File: src/rtl/trapezoid_motion_profile_macros.svh
// Assertion macros shared by the trapezoid motion profile RTL.
`ifndef TRAPEZOID_MOTION_PROFILE_MACROS_SVH
`define TRAPEZOID_MOTION_PROFILE_MACROS_SVH
`ifndef SYNTHESIS
// same-cycle implication
`define TMP_ASSERT_SAME(lbl, clk, rst_n, ante, cons, msg) \
  lbl: assert property (@(posedge clk) disable iff (!rst_n) (ante) |-> (cons)) \
    else $error(msg);
// next-cycle implication
`define TMP_ASSERT_NEXT(lbl, clk, rst_n, ante, cons, msg) \
  lbl: assert property (@(posedge clk) disable iff (!rst_n) (ante) |=> (cons)) \
    else $error(msg);
`else
`define TMP_ASSERT_SAME(lbl, clk, rst_n, ante, cons, msg)
`define TMP_ASSERT_NEXT(lbl, clk, rst_n, ante, cons, msg)
`endif
`endif

File: src/rtl/tmp_pkg.sv
// Shared types and constants of the trapezoid motion profile block.
package tmp_pkg;

  localparam int CFG_DATA_W = 32;
  localparam int CFG_ADDR_W = 5;

  localparam logic [CFG_ADDR_W-3:0] REG_START_POS    = 3'd0;
  localparam logic [CFG_ADDR_W-3:0] REG_END_POS      = 3'd1;
  localparam logic [CFG_ADDR_W-3:0] REG_PEAK_VEL     = 3'd2;
  localparam logic [CFG_ADDR_W-3:0] REG_ACCEL        = 3'd3;
  localparam logic [CFG_ADDR_W-3:0] REG_ACCEL_TICKS  = 3'd4;
  localparam logic [CFG_ADDR_W-3:0] REG_CRUISE_TICKS = 3'd5;

  // unsigned product width; products saturate at 2^61
  localparam int PROD_W = 63;
  localparam logic [PROD_W-1:0] PROD_CAP = {2'b01, {(PROD_W-2){1'b0}}};

  // signed width of position and velocity sums before saturation
  localparam int SUM_W = 64;

  typedef enum logic [2:0] {
    ST_IDLE,
    ST_SETUP,
    ST_LOAD,
    ST_MUL,
    ST_FIN,
    ST_SAT,
    ST_DONE
  } state_t;

  typedef enum logic [2:0] {
    OP_AX,   // a * x
    OP_AXX,  // (a * x) * x
    OP_AA,   // a * A
    OP_AAA,  // (a * A) * A
    OP_VT    // v * (t - A)
  } op_t;

  typedef enum logic [1:0] {
    PH_UP,
    PH_CRUISE,
    PH_DOWN
  } phase_t;

  typedef struct packed {
    logic moving_up;
    logic halted;
  } status_t;

endpackage

File: src/rtl/tmp_if.sv
// Valid/ready channel interfaces for tick input and profile results.
interface tmp_in_if;
  logic valid;
  logic ready;
  logic obstacle_detected;

  modport source (output valid, output obstacle_detected, input ready);
  modport sink   (input valid, input obstacle_detected, output ready);
endinterface

interface tmp_out_if #(
  parameter int POSITION_WIDTH = 32
);
  logic                             valid;
  logic                             ready;
  logic signed [POSITION_WIDTH-1:0] ref_position;
  logic signed [31:0]               ref_velocity;
  logic signed [31:0]               ref_acceleration;
  logic                             moving_up_out;
  logic                             halted_out;

  modport source (output valid, output ref_position, output ref_velocity,
                  output ref_acceleration, output moving_up_out, output halted_out,
                  input ready);
  modport sink   (input valid, input ref_position, input ref_velocity,
                  input ref_acceleration, input moving_up_out, input halted_out,
                  output ready);
endinterface

File: src/rtl/tmp_serial_mul.sv
// Bit-serial saturating multiplier, one multiplier bit per cycle, MSB first.
module tmp_serial_mul #(
  parameter int XW = 18
) (
  input  logic                      clk,
  input  logic                      rst_n,
  input  logic                      start,
  input  logic [tmp_pkg::PROD_W-1:0] mcand,
  input  logic [XW-1:0]             mplier,
  output logic                      busy,
  output logic [tmp_pkg::PROD_W-1:0] prod
);
  import tmp_pkg::*;

  localparam int CNT_W = $clog2(XW + 1);

  logic [CNT_W-1:0]  cnt_r, cnt_nxt;
  logic [XW-1:0]     sh_r, sh_nxt;
  logic [PROD_W-1:0] acc_r, acc_nxt;
  logic [PROD_W-1:0] addend;
  logic [PROD_W:0]   step_sum;

  // Horner step: acc = min(2*acc + bit*mcand, cap); exact min() since steps are monotone
  always_comb begin
    addend   = sh_r[XW-1] ? mcand : {PROD_W{1'b0}};
    step_sum = {acc_r, 1'b0} + {1'b0, addend};
    cnt_nxt  = cnt_r;
    sh_nxt   = sh_r;
    acc_nxt  = acc_r;
    if (start) begin
      cnt_nxt = CNT_W'(XW);
      sh_nxt  = mplier;
      acc_nxt = {PROD_W{1'b0}};
    end else if (cnt_r != '0) begin
      cnt_nxt = cnt_r - CNT_W'(1);
      sh_nxt  = {sh_r[XW-2:0], 1'b0};
      acc_nxt = (step_sum > {1'b0, PROD_CAP}) ? PROD_CAP : step_sum[PROD_W-1:0];
    end
  end

  always_ff @(posedge clk) begin
    if (!rst_n) begin
      cnt_r <= '0;
    end else begin
      cnt_r <= cnt_nxt;
    end
    sh_r  <= sh_nxt;
    acc_r <= acc_nxt;
  end

  assign busy = (cnt_r != '0);
  assign prod = acc_r;

endmodule

File: src/rtl/tmp_cfg_regs.sv
// APB-style configuration register file of the motion profile.
module tmp_cfg_regs #(
  parameter int TICK_WIDTH = 16
) (
  input  logic                          clk,
  input  logic                          rst_n,
  input  logic                          psel,
  input  logic                          penable,
  input  logic                          pwrite,
  input  logic [tmp_pkg::CFG_ADDR_W-1:0] paddr,
  input  logic [tmp_pkg::CFG_DATA_W-1:0] pwdata,
  output logic [tmp_pkg::CFG_DATA_W-1:0] prdata,
  output logic                          pready,
  output logic signed [31:0]            start_pos,
  output logic signed [31:0]            end_pos,
  output logic [30:0]                   peak_vel,
  output logic [30:0]                   accel,
  output logic [TICK_WIDTH-1:0]         accel_ticks,
  output logic [TICK_WIDTH-1:0]         cruise_ticks
);
  import tmp_pkg::*;

  logic [CFG_ADDR_W-3:0] idx;
  logic                  wr_en;

  logic signed [31:0]    start_pos_r, start_pos_nxt;
  logic signed [31:0]    end_pos_r, end_pos_nxt;
  logic [30:0]           peak_vel_r, peak_vel_nxt;
  logic [30:0]           accel_r, accel_nxt;
  logic [TICK_WIDTH-1:0] accel_ticks_r, accel_ticks_nxt;
  logic [TICK_WIDTH-1:0] cruise_ticks_r, cruise_ticks_nxt;

  assign idx    = paddr[CFG_ADDR_W-1:2];
  assign wr_en  = psel && penable && pwrite;
  assign pready = 1'b1;

  always_comb begin
    start_pos_nxt    = start_pos_r;
    end_pos_nxt      = end_pos_r;
    peak_vel_nxt     = peak_vel_r;
    accel_nxt        = accel_r;
    accel_ticks_nxt  = accel_ticks_r;
    cruise_ticks_nxt = cruise_ticks_r;
    if (wr_en) begin
      unique case (idx)
        REG_START_POS:    start_pos_nxt    = pwdata;
        REG_END_POS:      end_pos_nxt      = pwdata;
        REG_PEAK_VEL:     peak_vel_nxt     = pwdata[30:0];
        REG_ACCEL:        accel_nxt        = pwdata[30:0];
        REG_ACCEL_TICKS:  accel_ticks_nxt  = pwdata[TICK_WIDTH-1:0];
        REG_CRUISE_TICKS: cruise_ticks_nxt = pwdata[TICK_WIDTH-1:0];
        default: ;
      endcase
    end
  end

  always_comb begin
    unique case (idx)
      REG_START_POS:    prdata = start_pos_r;
      REG_END_POS:      prdata = end_pos_r;
      REG_PEAK_VEL:     prdata = {1'b0, peak_vel_r};
      REG_ACCEL:        prdata = {1'b0, accel_r};
      REG_ACCEL_TICKS:  prdata = {{(CFG_DATA_W-TICK_WIDTH){1'b0}}, accel_ticks_r};
      REG_CRUISE_TICKS: prdata = {{(CFG_DATA_W-TICK_WIDTH){1'b0}}, cruise_ticks_r};
      default:          prdata = {CFG_DATA_W{1'b0}};
    endcase
  end

  always_ff @(posedge clk) begin
    if (!rst_n) begin
      start_pos_r    <= '0;
      end_pos_r      <= '0;
      peak_vel_r     <= '0;
      accel_r        <= '0;
      accel_ticks_r  <= TICK_WIDTH'(1);
      cruise_ticks_r <= '0;
    end else begin
      start_pos_r    <= start_pos_nxt;
      end_pos_r      <= end_pos_nxt;
      peak_vel_r     <= peak_vel_nxt;
      accel_r        <= accel_nxt;
      accel_ticks_r  <= accel_ticks_nxt;
      cruise_ticks_r <= cruise_ticks_nxt;
    end
  end

  assign start_pos    = start_pos_r;
  assign end_pos      = end_pos_r;
  assign peak_vel     = peak_vel_r;
  assign accel        = accel_r;
  assign accel_ticks  = accel_ticks_r;
  assign cruise_ticks = cruise_ticks_r;

endmodule

File: src/rtl/tmp_profile_core.sv
// Per-tick profile sequencer: phase decode, serial products, sums, saturation.
module tmp_profile_core #(
  parameter int POSITION_WIDTH = 32,
  parameter int TICK_WIDTH     = 16
) (
  input  logic                             clk,
  input  logic                             rst_n,
  input  logic                             in_valid,
  output logic                             in_ready,
  input  logic                             obstacle,
  output logic                             res_valid,
  input  logic                             res_ready,
  output logic signed [POSITION_WIDTH-1:0] res_position,
  output logic signed [31:0]               res_velocity,
  output logic signed [31:0]               res_acceleration,
  output tmp_pkg::status_t                 res_status,
  input  logic signed [31:0]               start_pos,
  input  logic signed [31:0]               end_pos,
  input  logic [30:0]                      peak_vel,
  input  logic [30:0]                      accel,
  input  logic [TICK_WIDTH-1:0]            accel_ticks,
  input  logic [TICK_WIDTH-1:0]            cruise_ticks
);
  import tmp_pkg::*;

  localparam int XW = TICK_WIDTH + 2;
  localparam int PW = POSITION_WIDTH;

  state_t state_r, state_nxt;
  op_t    op_r, op_nxt;
  phase_t phase_r, phase_nxt;

  logic [XW-1:0] elapsed_r, elapsed_nxt;
  logic [XW-1:0] t_r, t_nxt;
  logic [XW-1:0] x_r, x_nxt;
  logic [XW-1:0] ta_r, ta_nxt;
  logic          done_r, done_nxt;
  logic          moving_up_r, moving_up_nxt;
  logic          halted_r, halted_nxt;

  logic [PROD_W-1:0]       prod_r, prod_nxt;
  logic [PROD_W-1:0]       axv_r, axv_nxt;
  logic signed [SUM_W-1:0] dsum_r, dsum_nxt;
  logic signed [SUM_W-1:0] pos_raw_r, pos_raw_nxt;
  logic signed [SUM_W-1:0] vel_raw_r, vel_raw_nxt;
  logic signed [PW-1:0]    pos_r, pos_nxt;
  logic signed [31:0]      vel_r, vel_nxt;
  logic signed [31:0]      acc_r, acc_nxt;

  // phase decode
  logic [XW-1:0] a_ext, c_ext, apc, tot;
  logic          sw_up, sw_cruise;

  // multiplier
  logic              mul_start, mul_busy, op_last;
  logic [PROD_W-1:0] mul_mcand, mul_prod, accel_ext;
  logic [XW-1:0]     mul_mplier;

  // finishing sums
  logic signed [SUM_W-1:0] half_s, full_s, axv_s, pv_s, vel_p, vel_q;
  logic signed [SUM_W-1:0] q0_s, dest_s;
  logic signed [31:0]      acc_mag;
  logic                    acc_neg;
  logic [SUM_W-PW:0]       pos_top;
  logic [SUM_W-32:0]       vel_top;
  logic signed [PW-1:0]    pos_sat;
  logic signed [31:0]      vel_sat;

  assign a_ext     = XW'(accel_ticks);
  assign c_ext     = XW'(cruise_ticks);
  assign apc       = a_ext + c_ext;
  assign tot       = apc + a_ext;
  assign sw_up     = (t_r <= a_ext);
  assign sw_cruise = (t_r <= apc);
  assign accel_ext = {{(PROD_W-31){1'b0}}, accel};

  assign op_last = (op_r == OP_VT) || ((op_r == OP_AXX) && (phase_r == PH_UP));

  always_comb begin
    case (op_r)
      OP_AX:   begin mul_mcand = accel_ext; mul_mplier = x_r;  end
      OP_AXX:  begin mul_mcand = prod_r;    mul_mplier = x_r;  end
      OP_AA:   begin mul_mcand = accel_ext; mul_mplier = a_ext; end
      OP_AAA:  begin mul_mcand = prod_r;    mul_mplier = a_ext; end
      OP_VT:   begin mul_mcand = {{(PROD_W-31){1'b0}}, peak_vel}; mul_mplier = ta_r; end
      default: begin mul_mcand = accel_ext; mul_mplier = x_r;  end
    endcase
  end

  tmp_serial_mul #(
    .XW (XW)
  ) u_mul (
    .clk    (clk),
    .rst_n  (rst_n),
    .start  (mul_start),
    .mcand  (mul_mcand),
    .mplier (mul_mplier),
    .busy   (mul_busy),
    .prod   (mul_prod)
  );

  // next state
  always_comb begin
    state_nxt = state_r;
    unique case (state_r)
      ST_IDLE:  if (in_valid) state_nxt = (halted_r || obstacle) ? ST_DONE : ST_SETUP;
      ST_SETUP: state_nxt = ST_LOAD;
      ST_LOAD:  state_nxt = ST_MUL;
      ST_MUL:   if (!mul_busy) state_nxt = op_last ? ST_FIN : ST_LOAD;
      ST_FIN:   state_nxt = ST_SAT;
      ST_SAT:   state_nxt = ST_DONE;
      ST_DONE:  if (res_ready) state_nxt = ST_IDLE;
      default:  state_nxt = ST_IDLE;
    endcase
  end

  // FSM outputs
  always_comb begin
    in_ready  = (state_r == ST_IDLE);
    res_valid = (state_r == ST_DONE);
    mul_start = (state_r == ST_LOAD);
  end

  // finishing operands
  always_comb begin
    half_s = $signed({{(SUM_W-PROD_W+1){1'b0}}, mul_prod[PROD_W-1:1]});
    full_s = $signed({{(SUM_W-PROD_W){1'b0}}, mul_prod});
    axv_s  = $signed({{(SUM_W-PROD_W){1'b0}}, axv_r});
    pv_s   = $signed({{(SUM_W-31){1'b0}}, peak_vel});
    q0_s   = moving_up_r ? SUM_W'(start_pos) : SUM_W'(end_pos);
    dest_s = moving_up_r ? SUM_W'(end_pos) : SUM_W'(start_pos);
    // velocity = p - q with the direction folded in
    case (phase_r)
      PH_UP: begin
        vel_p = moving_up_r ? axv_s : '0;
        vel_q = moving_up_r ? '0 : axv_s;
      end
      PH_CRUISE: begin
        vel_p = moving_up_r ? pv_s : '0;
        vel_q = moving_up_r ? '0 : pv_s;
      end
      default: begin
        vel_p = moving_up_r ? pv_s : axv_s;
        vel_q = moving_up_r ? axv_s : pv_s;
      end
    endcase
    acc_mag = (phase_r == PH_CRUISE) ? 32'sd0 : $signed({1'b0, accel});
    acc_neg = (phase_r == PH_DOWN) ? moving_up_r : !moving_up_r;

    pos_top = pos_raw_r[SUM_W-1:PW-1];
    if ((&pos_top) || !(|pos_top)) begin
      pos_sat = pos_raw_r[PW-1:0];
    end else begin
      pos_sat = pos_raw_r[SUM_W-1] ? {1'b1, {(PW-1){1'b0}}} : {1'b0, {(PW-1){1'b1}}};
    end
    vel_top = vel_raw_r[SUM_W-1:31];
    if ((&vel_top) || !(|vel_top)) begin
      vel_sat = vel_raw_r[31:0];
    end else begin
      vel_sat = vel_raw_r[SUM_W-1] ? {1'b1, 31'b0} : {1'b0, {31{1'b1}}};
    end
  end

  // datapath next values
  always_comb begin
    t_nxt         = t_r;
    x_nxt         = x_r;
    ta_nxt        = ta_r;
    phase_nxt     = phase_r;
    op_nxt        = op_r;
    done_nxt      = done_r;
    prod_nxt      = prod_r;
    axv_nxt       = axv_r;
    dsum_nxt      = dsum_r;
    pos_raw_nxt   = pos_raw_r;
    vel_raw_nxt   = vel_raw_r;
    pos_nxt       = pos_r;
    vel_nxt       = vel_r;
    acc_nxt       = acc_r;
    elapsed_nxt   = elapsed_r;
    moving_up_nxt = moving_up_r;
    halted_nxt    = halted_r;
    unique case (state_r)
      ST_IDLE: begin
        if (in_valid) begin
          if (halted_r || obstacle) halted_nxt = 1'b1;
          t_nxt = elapsed_r + XW'(1);
        end
      end
      ST_SETUP: begin
        phase_nxt = sw_up ? PH_UP : (sw_cruise ? PH_CRUISE : PH_DOWN);
        x_nxt     = sw_up ? t_r : (t_r - apc);
        ta_nxt    = t_r - a_ext;
        done_nxt  = !sw_cruise && (t_r >= tot);
        op_nxt    = (!sw_up && sw_cruise) ? OP_AA : OP_AX;
        dsum_nxt  = '0;
      end
      ST_MUL: begin
        if (!mul_busy) begin
          case (op_r)
            OP_AX: begin
              prod_nxt = mul_prod;
              axv_nxt  = mul_prod;
              op_nxt   = OP_AXX;
            end
            OP_AXX: begin
              dsum_nxt = (phase_r == PH_UP) ? (dsum_r + half_s) : (dsum_r - half_s);
              op_nxt   = OP_AA;
            end
            OP_AA: begin
              prod_nxt = mul_prod;
              op_nxt   = OP_AAA;
            end
            OP_AAA: begin
              dsum_nxt = dsum_r + half_s;
              op_nxt   = OP_VT;
            end
            default: dsum_nxt = dsum_r + full_s;
          endcase
        end
      end
      ST_FIN: begin
        if (done_r) begin
          pos_raw_nxt = dest_s;
        end else begin
          pos_raw_nxt = moving_up_r ? (q0_s + dsum_r) : (q0_s - dsum_r);
        end
        vel_raw_nxt = vel_p - vel_q;
      end
      ST_SAT: begin
        pos_nxt = pos_sat;
        vel_nxt = vel_sat;
        acc_nxt = acc_neg ? -acc_mag : acc_mag;
        if (done_r) begin
          elapsed_nxt   = '0;
          moving_up_nxt = !moving_up_r;
        end else begin
          elapsed_nxt = t_r;
        end
      end
      default: ;
    endcase
  end

  always_ff @(posedge clk) begin
    if (!rst_n) begin
      state_r     <= ST_IDLE;
      elapsed_r   <= '0;
      moving_up_r <= 1'b1;
      halted_r    <= 1'b0;
      pos_r       <= '0;
      vel_r       <= '0;
      acc_r       <= '0;
    end else begin
      state_r     <= state_nxt;
      elapsed_r   <= elapsed_nxt;
      moving_up_r <= moving_up_nxt;
      halted_r    <= halted_nxt;
      pos_r       <= pos_nxt;
      vel_r       <= vel_nxt;
      acc_r       <= acc_nxt;
    end
    op_r      <= op_nxt;
    phase_r   <= phase_nxt;
    t_r       <= t_nxt;
    x_r       <= x_nxt;
    ta_r      <= ta_nxt;
    done_r    <= done_nxt;
    prod_r    <= prod_nxt;
    axv_r     <= axv_nxt;
    dsum_r    <= dsum_nxt;
    pos_raw_r <= pos_raw_nxt;
    vel_raw_r <= vel_raw_nxt;
  end

  assign res_position         = pos_r;
  assign res_velocity         = vel_r;
  assign res_acceleration     = acc_r;
  assign res_status.moving_up = moving_up_r;
  assign res_status.halted    = halted_r;

endmodule

File: src/rtl/trapezoid_motion_profile.sv
// Top level of the trapezoidal velocity profile generator.
//
// Usage: each transaction on in_ch is one control tick with an obstacle flag.
// Every tick yields exactly one transaction on out_ch with the reference
// position (Q16.16, saturated to POSITION_WIDTH), velocity and acceleration,
// the sweep direction and the halted flag. The user must write registers
// over the APB-style port (byte address 4*index) only while no tick is
// in flight; the block itself does not enforce this. Each tick runs N
// serial products per phase: 2 in ramp up, 3 in cruise, 5 in ramp down.
// The bit-serial multiplier takes one multiplier bit per cycle. A halted
// or obstacle tick skips the products. The result reaches out_ch via the
// output register, which loads it once the register is free.
// Throughput: one tick in flight at a time; a new tick is taken while the
// previous result still waits in the output register.
// Reset (synchronous, rst_n low): registers return to defaults, direction
// points to end_position, counter and held outputs clear, no result pending.
// Receiver stall: the output register holds its transaction; the core
// finishes the next tick and then waits until the register frees.
`include "trapezoid_motion_profile_macros.svh"

module trapezoid_motion_profile #(
  parameter int POSITION_WIDTH = 32,
  parameter int TICK_WIDTH     = 16
) (
  input  logic                           clk,
  input  logic                           rst_n,
  tmp_in_if.sink                         in_ch,
  tmp_out_if.source                      out_ch,
  input  logic                           psel,
  input  logic                           penable,
  input  logic                           pwrite,
  input  logic [tmp_pkg::CFG_ADDR_W-1:0] paddr,
  input  logic [tmp_pkg::CFG_DATA_W-1:0] pwdata,
  output logic [tmp_pkg::CFG_DATA_W-1:0] prdata,
  output logic                           pready
);
  import tmp_pkg::*;

  // configuration
  logic signed [31:0]    start_pos, end_pos;
  logic [30:0]           peak_vel, accel;
  logic [TICK_WIDTH-1:0] accel_ticks, cruise_ticks;

  // core result side
  logic                             core_in_ready;
  logic                             core_res_valid;
  logic                             core_res_ready;
  logic signed [POSITION_WIDTH-1:0] core_pos;
  logic signed [31:0]               core_vel, core_acc;
  status_t                          core_status;

  // output register
  logic                             out_valid_r, out_valid_nxt;
  logic signed [POSITION_WIDTH-1:0] out_pos_r, out_pos_nxt;
  logic signed [31:0]               out_vel_r, out_vel_nxt;
  logic signed [31:0]               out_acc_r, out_acc_nxt;
  status_t                          out_status_r, out_status_nxt;
  logic                             load;

  tmp_cfg_regs #(
    .TICK_WIDTH (TICK_WIDTH)
  ) u_cfg (
    .clk          (clk),
    .rst_n        (rst_n),
    .psel         (psel),
    .penable      (penable),
    .pwrite       (pwrite),
    .paddr        (paddr),
    .pwdata       (pwdata),
    .prdata       (prdata),
    .pready       (pready),
    .start_pos    (start_pos),
    .end_pos      (end_pos),
    .peak_vel     (peak_vel),
    .accel        (accel),
    .accel_ticks  (accel_ticks),
    .cruise_ticks (cruise_ticks)
  );

  tmp_profile_core #(
    .POSITION_WIDTH (POSITION_WIDTH),
    .TICK_WIDTH     (TICK_WIDTH)
  ) u_core (
    .clk              (clk),
    .rst_n            (rst_n),
    .in_valid         (in_ch.valid),
    .in_ready         (core_in_ready),
    .obstacle         (in_ch.obstacle_detected),
    .res_valid        (core_res_valid),
    .res_ready        (core_res_ready),
    .res_position     (core_pos),
    .res_velocity     (core_vel),
    .res_acceleration (core_acc),
    .res_status       (core_status),
    .start_pos        (start_pos),
    .end_pos          (end_pos),
    .peak_vel         (peak_vel),
    .accel            (accel),
    .accel_ticks      (accel_ticks),
    .cruise_ticks     (cruise_ticks)
  );

  assign in_ch.ready = core_in_ready;

  // output slot is free when empty or being drained this cycle
  assign core_res_ready = !out_valid_r || out_ch.ready;
  assign load           = core_res_valid && core_res_ready;

  always_comb begin
    out_pos_nxt    = out_pos_r;
    out_vel_nxt    = out_vel_r;
    out_acc_nxt    = out_acc_r;
    out_status_nxt = out_status_r;
    out_valid_nxt  = out_valid_r;
    if (load) begin
      out_pos_nxt    = core_pos;
      out_vel_nxt    = core_vel;
      out_acc_nxt    = core_acc;
      out_status_nxt = core_status;
      out_valid_nxt  = 1'b1;
    end else if (out_ch.ready) begin
      out_valid_nxt = 1'b0;
    end
  end

  always_ff @(posedge clk) begin
    if (!rst_n) begin
      out_valid_r <= 1'b0;
    end else begin
      out_valid_r <= out_valid_nxt;
    end
    out_pos_r    <= out_pos_nxt;
    out_vel_r    <= out_vel_nxt;
    out_acc_r    <= out_acc_nxt;
    out_status_r <= out_status_nxt;
  end

  assign out_ch.valid            = out_valid_r;
  assign out_ch.ref_position     = out_pos_r;
  assign out_ch.ref_velocity     = out_vel_r;
  assign out_ch.ref_acceleration = out_acc_r;
  assign out_ch.moving_up_out    = out_status_r.moving_up;
  assign out_ch.halted_out       = out_status_r.halted;

  // halted only clears by reset
  `TMP_ASSERT_NEXT(a_halt_sticky, clk, rst_n, core_status.halted, core_status.halted, "halted flag cleared")
  // once halted the sweep direction is frozen
  `TMP_ASSERT_NEXT(a_halt_dir_frozen, clk, rst_n, core_status.halted, $stable(core_status.moving_up), "direction changed while halted")
  // no new tick while the core still holds an undelivered result
  `TMP_ASSERT_SAME(a_no_accept_pending, clk, rst_n, core_res_valid, !(in_ch.valid && in_ch.ready), "tick accepted while a result is pending")

endmodule
File: src/flat_wrapper.sv
// flat-port wrapper written by rule: the top's interface ports become plain ports
module trapezoid_motion_profile_flat import tmp_pkg::*;
#(
  parameter int POSITION_WIDTH = 32,
  parameter int TICK_WIDTH     = 16
)
  (clk, rst_n, psel, penable, pwrite, paddr, pwdata, prdata, pready, in_ch_valid, in_ch_obstacle_detected, in_ch_ready, out_ch_valid, out_ch_ref_position, out_ch_ref_velocity, out_ch_ref_acceleration, out_ch_moving_up_out, out_ch_halted_out, out_ch_ready);
  tmp_in_if in_ch_i ();
  tmp_out_if #(.POSITION_WIDTH(POSITION_WIDTH)) out_ch_i ();
  input  logic clk;
  input  logic rst_n;
  input  logic psel;
  input  logic penable;
  input  logic pwrite;
  input  logic [tmp_pkg::CFG_ADDR_W-1:0] paddr;
  input  logic [tmp_pkg::CFG_DATA_W-1:0] pwdata;
  output logic [tmp_pkg::CFG_DATA_W-1:0] prdata;
  output logic pready;
  input wire logic [$bits(in_ch_i.valid)-1:0] in_ch_valid;
  input wire logic [$bits(in_ch_i.obstacle_detected)-1:0] in_ch_obstacle_detected;
  output wire logic [$bits(in_ch_i.ready)-1:0] in_ch_ready;
  output wire logic [$bits(out_ch_i.valid)-1:0] out_ch_valid;
  output wire logic [$bits(out_ch_i.ref_position)-1:0] out_ch_ref_position;
  output wire logic [$bits(out_ch_i.ref_velocity)-1:0] out_ch_ref_velocity;
  output wire logic [$bits(out_ch_i.ref_acceleration)-1:0] out_ch_ref_acceleration;
  output wire logic [$bits(out_ch_i.moving_up_out)-1:0] out_ch_moving_up_out;
  output wire logic [$bits(out_ch_i.halted_out)-1:0] out_ch_halted_out;
  input wire logic [$bits(out_ch_i.ready)-1:0] out_ch_ready;
  assign in_ch_i.valid = in_ch_valid;
  assign in_ch_i.obstacle_detected = in_ch_obstacle_detected;
  assign in_ch_ready = in_ch_i.ready;
  assign out_ch_valid = out_ch_i.valid;
  assign out_ch_ref_position = out_ch_i.ref_position;
  assign out_ch_ref_velocity = out_ch_i.ref_velocity;
  assign out_ch_ref_acceleration = out_ch_i.ref_acceleration;
  assign out_ch_moving_up_out = out_ch_i.moving_up_out;
  assign out_ch_halted_out = out_ch_i.halted_out;
  assign out_ch_i.ready = out_ch_ready;
  trapezoid_motion_profile #(.POSITION_WIDTH(POSITION_WIDTH), .TICK_WIDTH(TICK_WIDTH)) u_core (.clk(clk), .rst_n(rst_n), .in_ch(in_ch_i), .out_ch(out_ch_i), .psel(psel), .penable(penable), .pwrite(pwrite), .paddr(paddr), .pwdata(pwdata), .prdata(prdata), .pready(pready));
endmodule
File: config.mk
export PLATFORM = sky130hd
export DESIGN_NAME = trapezoid_motion_profile_flat
export DESIGN_NICKNAME = d
export VERILOG_FILES = /design/src/rtl/tmp_pkg.sv /design/src/rtl/tmp_if.sv /design/src/rtl/tmp_serial_mul.sv /design/src/rtl/tmp_cfg_regs.sv /design/src/rtl/tmp_profile_core.sv /design/src/rtl/trapezoid_motion_profile.sv /design/src/flat_wrapper.sv
export VERILOG_INCLUDE_DIRS = /design/src /design/src/rtl
export SDC_FILE = /design/constraint.sdc
export NUM_CORES = 2
export LEC_CHECK = 0
export ABC_AREA = 1
export BUFFER_PORTS_ARGS = -buffer_cell sky130_fd_sc_hd__buf_2
export CAP_MARGIN = 20
export CELL_PAD_IN_SITES_DETAIL_PLACEMENT = 0
export CELL_PAD_IN_SITES_GLOBAL_PLACEMENT = 1
export CORE_MARGIN = 2
export CORE_UTILIZATION = 33
export DETAILED_ROUTE_END_ITERATION = 12
export HOLD_SLACK_MARGIN = 0.03
export PLACE_DENSITY = 0.71
export SLEW_MARGIN = 10
export SYNTH_ARGS = -nofsm -noshare
export SYNTH_HDL_FRONTEND = slang
export SYNTH_SLANG_ARGS = --single-unit
File: constraint.sdc
create_clock -name clk -period 8.35 [get_ports clk]
set_input_delay 2.505 -clock clk [delete_from_list [all_inputs] [get_ports clk]]
set_output_delay 2.505 -clock clk [all_outputs]
set_load 0.005 [all_outputs]
# Word level (Yosys, flattened, before mapping)
# Index checks and enable logic that the tools add are counted.
# classes
n_addsub	14
n_lt_le_gt_ge	4
eq_ne	22
n_mux	47
bitwise	2
n_reduce_logical	47
# ops
operator	count
$mux 64	6
$mux 63	6
$pmux 63 s2	3
$pmux 32 s6	1
$pmux 64 s3	1
$mux 32	5
$add 64x63->64	2
$add 64x64->64	2
$pmux 64 s2	1
$sub 64x64->64	2
$mux 31	3
$mux 18	4
$reduce_and 33->1	2
$reduce_or 33->1	2
$gt 64x62->1 const B	1
$sub 64x63->64	1
$pmux 18 s2	1
$neg 31->32	1
$pmux 3 s7	1
$add 18x1->18 const B	1
$add 18x16->18	1
$eq 3x2->1 const B	6
$eq 3x3->1 const B	6
$ge 18x18->1	1
28 further kinds	76
# word_totals
ff_bits	840
in_bits	45
out_inout_bits	133
word_cells	170

# Longest topological paths before layout
# depth
ltp_word	7
depth_mapped	32
depth_no_buf	31

# Cells and area by module
# Synthesis repeated with hierarchy kept, for this count alone.
# unflattened
hier_cells	12187
area_unflattened_um2	74900.6
# by_module_without_submodules
mod	instances	cells_per_inst	area_each_um2	seq_area_each_um2
tmp_profile_core	1	8944	54472.2	13733.2
tmp_serial_mul	1	1902	9774.4	1901.8
tmp_cfg_regs	1	1236	7659.8	3163.0
trapezoid_motion_profile	1	105	2994.1	2962.8

# Worst setup path before layout
# No wires, ideal clock.
# synth_path
path_type	reg2reg
startpoint	register u_core.u_core.state_r[2]
endpoint	register u_core.u_core.axv_r[0] (enable)
setup_time_ps	640
t_arrival_ps	7073
required_time_ps	7710
path_slack_ps	638
path_stages_with_launch	7
n_path_buf	1
period_less_slack_ps	7712
cell_sequence	dfxtp_1 -> inv_1 -> nand2_1 -> nor2_1 -> clkbuf_1 -> nand2_1 -> nor4_1
# synth_via
elab_chain_cells	2
# synth_lines
item	line_no	rtl
from (decl)	tmp_profile_core.sv:29	state_t state_r, state_nxt;
from (signal assigned)	tmp_profile_core.sv:255	state_r <= state_nxt;
$eq 3x2->1	tmp_profile_core.sv:183	unique case (state_r)
$reduce_and 3->1 (no line)	-	
to (signal assigned)	tmp_profile_core.sv:270	axv_r <= axv_nxt;
to (decl)	tmp_profile_core.sv:42	logic [PROD_W-1:0] axv_r, axv_nxt;
# No other way between the ends.
# A chain may end at the register's enable or synchronous reset.

# Final worst setup path
# layout_path
startpoint	input paddr[3] (netlist name)
endpoint	output prdata[13] (netlist name)
# layout_via
elab_chain_cells	2
word_cells_on_any_way	7
cone_classes	5 x eq/ne; 1 x mux; 1 x reduce/logical
# layout_lines
item	line_no	rtl
from (decl)	flat_wrapper.sv:15	input logic [tmp_pkg::CFG_ADDR_W-1:0] paddr;
$eq 3x3->1, or another cell as far along	tmp_cfg_regs.sv:58	unique case (idx)
$pmux 32 s6 *	tmp_cfg_regs.sv:58	
to (decl)	flat_wrapper.sv:17	output logic [tmp_pkg::CFG_DATA_W-1:0] prdata;
# Mark *: on every way between the ends. The rest lies on a longest branch, timed or not.

==> run_results.csv <==
group,metric,value,unit
run_status,outcome,"finished clean",
synth,post_synth.cell_area_avg,6.80,um^2
routing,first_iter_violations,7811,
routing,total_via_count_after_detailed_routing,70200,
floorplanning,floorplan.die_area,0.210,mm^2
sta,setup-tns-final,0,ns
finish,post-route-cell-area,0.0754,mm^2
sta,timing_worst_slew_pin_value,1.19,ns
floorplanning,rows,166,
floorplanning,initial_utilization,33.3,%
sta,unrepaired_setup_endpoints_after_global_routing,"no",
routing,detail_route.first_pass.iterations,6,
setup_path,worstPathArrival,4.84,ns
finish,layout-drive-gt1-share,5.71,%
clocking,h_tree_lvl_count,3,
routing,sum_of_routed_wire_length_over_all_layers,305000,um
synth,synthFlopType,"sky130_fd_sc_hd__edfxtp_1",
sta,hold-worst-slack,0.424,ns
synth,synth-warning-count,0,
routing,routed_antenna_nets,0,
placement,dpl-instance-area,0.0719,mm^2
clocking,clock_latency,0.80,ns
sta,fmax,136,MHz
synth,leading_cell_types_by_total_area_after_synthesis,"sky130_fd_sc_hd__edfxtp_1 (22%), sky130_fd_sc_hd__nand2_1 (12%), sky130_fd_sc_hd__dfxtp_1 (10%), sky130_fd_sc_hd__ha_1 (8.5%), sky130_fd_sc_hd__inv_1 (7.8%)",
setup_path,critical_path.max_fanout,13,
routing,detail_route.wl_per_cell,23.8,um
finish,area_delta_synth_final,10.7,%
floorplanning,boundaryPins,178,
power,vdd_ir_drop_max,165,uV
clocking,holdBufCountCts,0,
grt,pin_count_of_the_biggest_net_entering_global_routing,137,
clocking,number_of_buffers_created_by_cts,98,
sta,max_slew_margin,20.4,%
synth,ys_ff_latch,840,
grt,grt.overflow.total,0,
setup_path,setup.worst_path.class,"input pin to output pin",
finish,layout.filler_cells,22100,
grt,grt_first_pass_wirelength,434000,um
setup_path,required,5.85,ns
synth,synthesis.instances,10000,
synth,synth_sequential_area_ratio,31.9,%
synth,synth_largest_area_cell,"sky130_fd_sc_hd__edfxtp_1",
synth,synth-edff-count,494,
sta,setup_viol,0,
clocking,ctsLongestPathBuffers,3,
grt,number_of_global_route_vias_before_repair,64500,
sta,hold_viol,0,
clocking,postCtsSetupRepairBufs,0,
hold_path,hold_class,"register to register",
power,power-per-cell-area,317,mW/mm^2
power,leakage,32.5,nW
floorplanning,core_ar,0.205,mm^2
synth,postSynth.asyncResetShare,0,%
clocking,clockRootBuffer,"sky130_fd_sc_hd__clkbuf_16",
finish,finalNetCount,10600,
placement,buffer_ports.inserted,174,
synth,number_of_distinct_library_cell_variants_in_the_gate_level_netlist_after_synthesis,71,
setup_path,worstSetupEndpointType,"output pin",
clocking,cts.clk_slew.worst_paths,0.06,ns
clocking,clkSinkCount,840,
sta,maxSlewViolCount,0,
sta,clock-skew-final,0.0798,ns
clocking,cts_resized,0,
synth,synthDominantCellAreaShare,21.8,%
routing,drc_errors,0,
clocking,tritoncts,"yes",
sta,post_route_fraction_of_the_period_consumed_by_the_critical_path,88.0,%
floorplanning,die_span_in_y,459,um
placement,gp_congestion,0.993,
routing,vias_per_cell,5.46,
grt,number_of_antenna_violations_at_the_first_check_in_global_routing,32,
placement,placed_wire_length_estimate_after_detailed_placement,248000,um
synth,cell_area_synth,0.0682,mm^2
job,cap_viol_max_count,0,
floorplanning,die_x,459,um
sta,period_minus_slack,7.34,ns
synth,synth.net_count,10500,
setup_path,crit_path_start_kind,"input pin",
grt,grt.total_usage,27.9,%
finish,finalCoreUtilization,36.8,%
## power by group
part / switching, W / internal (W) / total, W
clock: 0.00199 / 0.00256 / 0.00455
sequential: 0.00103 / 0.00548 / 0.00651
combinational: 0.00924 / 0.00359 / 0.0128
## layout by cell type (no fill, tap or decap), types with 87 or more instances in the layout
cell and n:
sky130_fd_sc_hd__xor2_1 162, sky130_fd_sc_hd__clkbuf_16 102, sky130_fd_sc_hd__o21ai_0 912, sky130_fd_sc_hd__nor2_1 1220
sky130_fd_sc_hd__a31oi_1 126, sky130_fd_sc_hd__buf_2 173, sky130_fd_sc_hd__dfxtp_1 345, sky130_fd_sc_hd__a21oi_1 1014
sky130_fd_sc_hd__nand3_1 420, sky130_fd_sc_hd__ha_1 463, sky130_fd_sc_hd__buf_4 87, sky130_fd_sc_hd__xnor2_1 116
sky130_fd_sc_hd__nor3_1 107, sky130_fd_sc_hd__edfxtp_1 494, sky130_fd_sc_hd__inv_1 1405, sky130_fd_sc_hd__nand2_1 2089
## cells in the mapped netlist, drive strengths merged (116+ instances only)
master / instances
xor2: 162
xnor2: 116
nor3: 119
inv: 1421
dfxtp: 346
edfxtp: 494
a21oi: 1017
ha: 463
nand3: 425
o21ai: 935
nor2: 1249
a31oi: 126
clkbuf: 265
nand2: 2153
## per-layer routing
layer	GRT usage (%)	share of wire, %	vias up
met3	4.14	7.7	440
met1	39.2	45	33300
met2	43.7	43	2717
met4	9.13	3.8	6
met5	0	0.011	-
li1	-	-	33700
## cell families after synthesis
family	after synthesis	share of synthesized area, %
and+or+nand+nor	4162	25.3
AOI/OAI and AO/OA	2526	20.7
buffers and inverters	1738	9.79
DFF	840	31.9
adders and majority gates	473	8.79
xor gates and xnor gates	278	3.57
other	1	0.00550
## critical path, stage by stage
cell,delay (ns)
sky130_fd_sc_hd__buf_2,0.13
sky130_fd_sc_hd__inv_1,0.08
sky130_fd_sc_hd__nor3_2,0.77
sky130_fd_sc_hd__clkinv_1,0.55
sky130_fd_sc_hd__o221ai_1,0.57
sky130_fd_sc_hd__buf_2,0.21
## final timing paths
kind                            slack (ns)                                           to  cells after the start                                           start
worst min-delay path                  0.42  u_core.out_ch.ref_acceleration[5]$_DFFE_PP_                      0  u_core.u_core.res_acceleration[5]$_SDFFE_PN0N_
worst min register to register        0.42  u_core.out_ch.ref_acceleration[5]$_DFFE_PP_                      0  u_core.u_core.res_acceleration[5]$_SDFFE_PN0N_
worst max register to register        2.54               u_core.u_core.done_r$_DFFE_PP_                     29        u_core.u_cfg.accel_ticks[1]$_SDFFE_PN0P_
worst max-delay path                  1.01                                   prdata[13]                      6                                        paddr[3]
## sequential cells by signal (all words and copies together) (netlist names), 63 cells and up
| name | cells |
|---|---|
| u_core.u_core.dsum_r | 64 |
| u_core.u_core.prod_r | 63 |
| u_core.u_core.pos_raw_r | 64 |
| u_core.u_core.axv_r | 63 |
| u_core.u_core.vel_raw_r | 64 |
| u_core.u_core.u_mul.prod | 63 |
## layout make-up
| cell class | count | area (um^2) | area share, % |
|---|---|---|---|
| Multi-Input combinational cell | 7440 | 39900 | 52.8 |
| Sequential cell | 840 | 21800 | 28.9 |
| Inverter | 1431 | 5380 | 7.13 |
| Tap cell | 2688 | 3360 | 4.46 |
| Clock buffer | 129 | 2730 | 3.62 |
| Timing Repair Buffer | 266 | 1650 | 2.19 |
| Clock inverter | 57 | 657 | 0.871 |
| Antenna cell | 9 | 22.5 | 0.0299 |
## metrics by stage
| stage | instances | setup WS, ns | total power, W |
|---|---|---|---|
| after floorplan | 10000 | 0.638 | 0.0143 |
| after CTS | 12800 | 1.12 | 0.0237 |
| final | 12900 | 1.01 | 0.0239 |
| after global placement | 12700 | 1.14 | 0.0190 |
| after global routing | 12900 | 0.944 | 0.0253 |
| after detailed placement | 12700 | 1.13 | 0.0191 |
No activity file was read; power rests on OpenSTA's default activity.
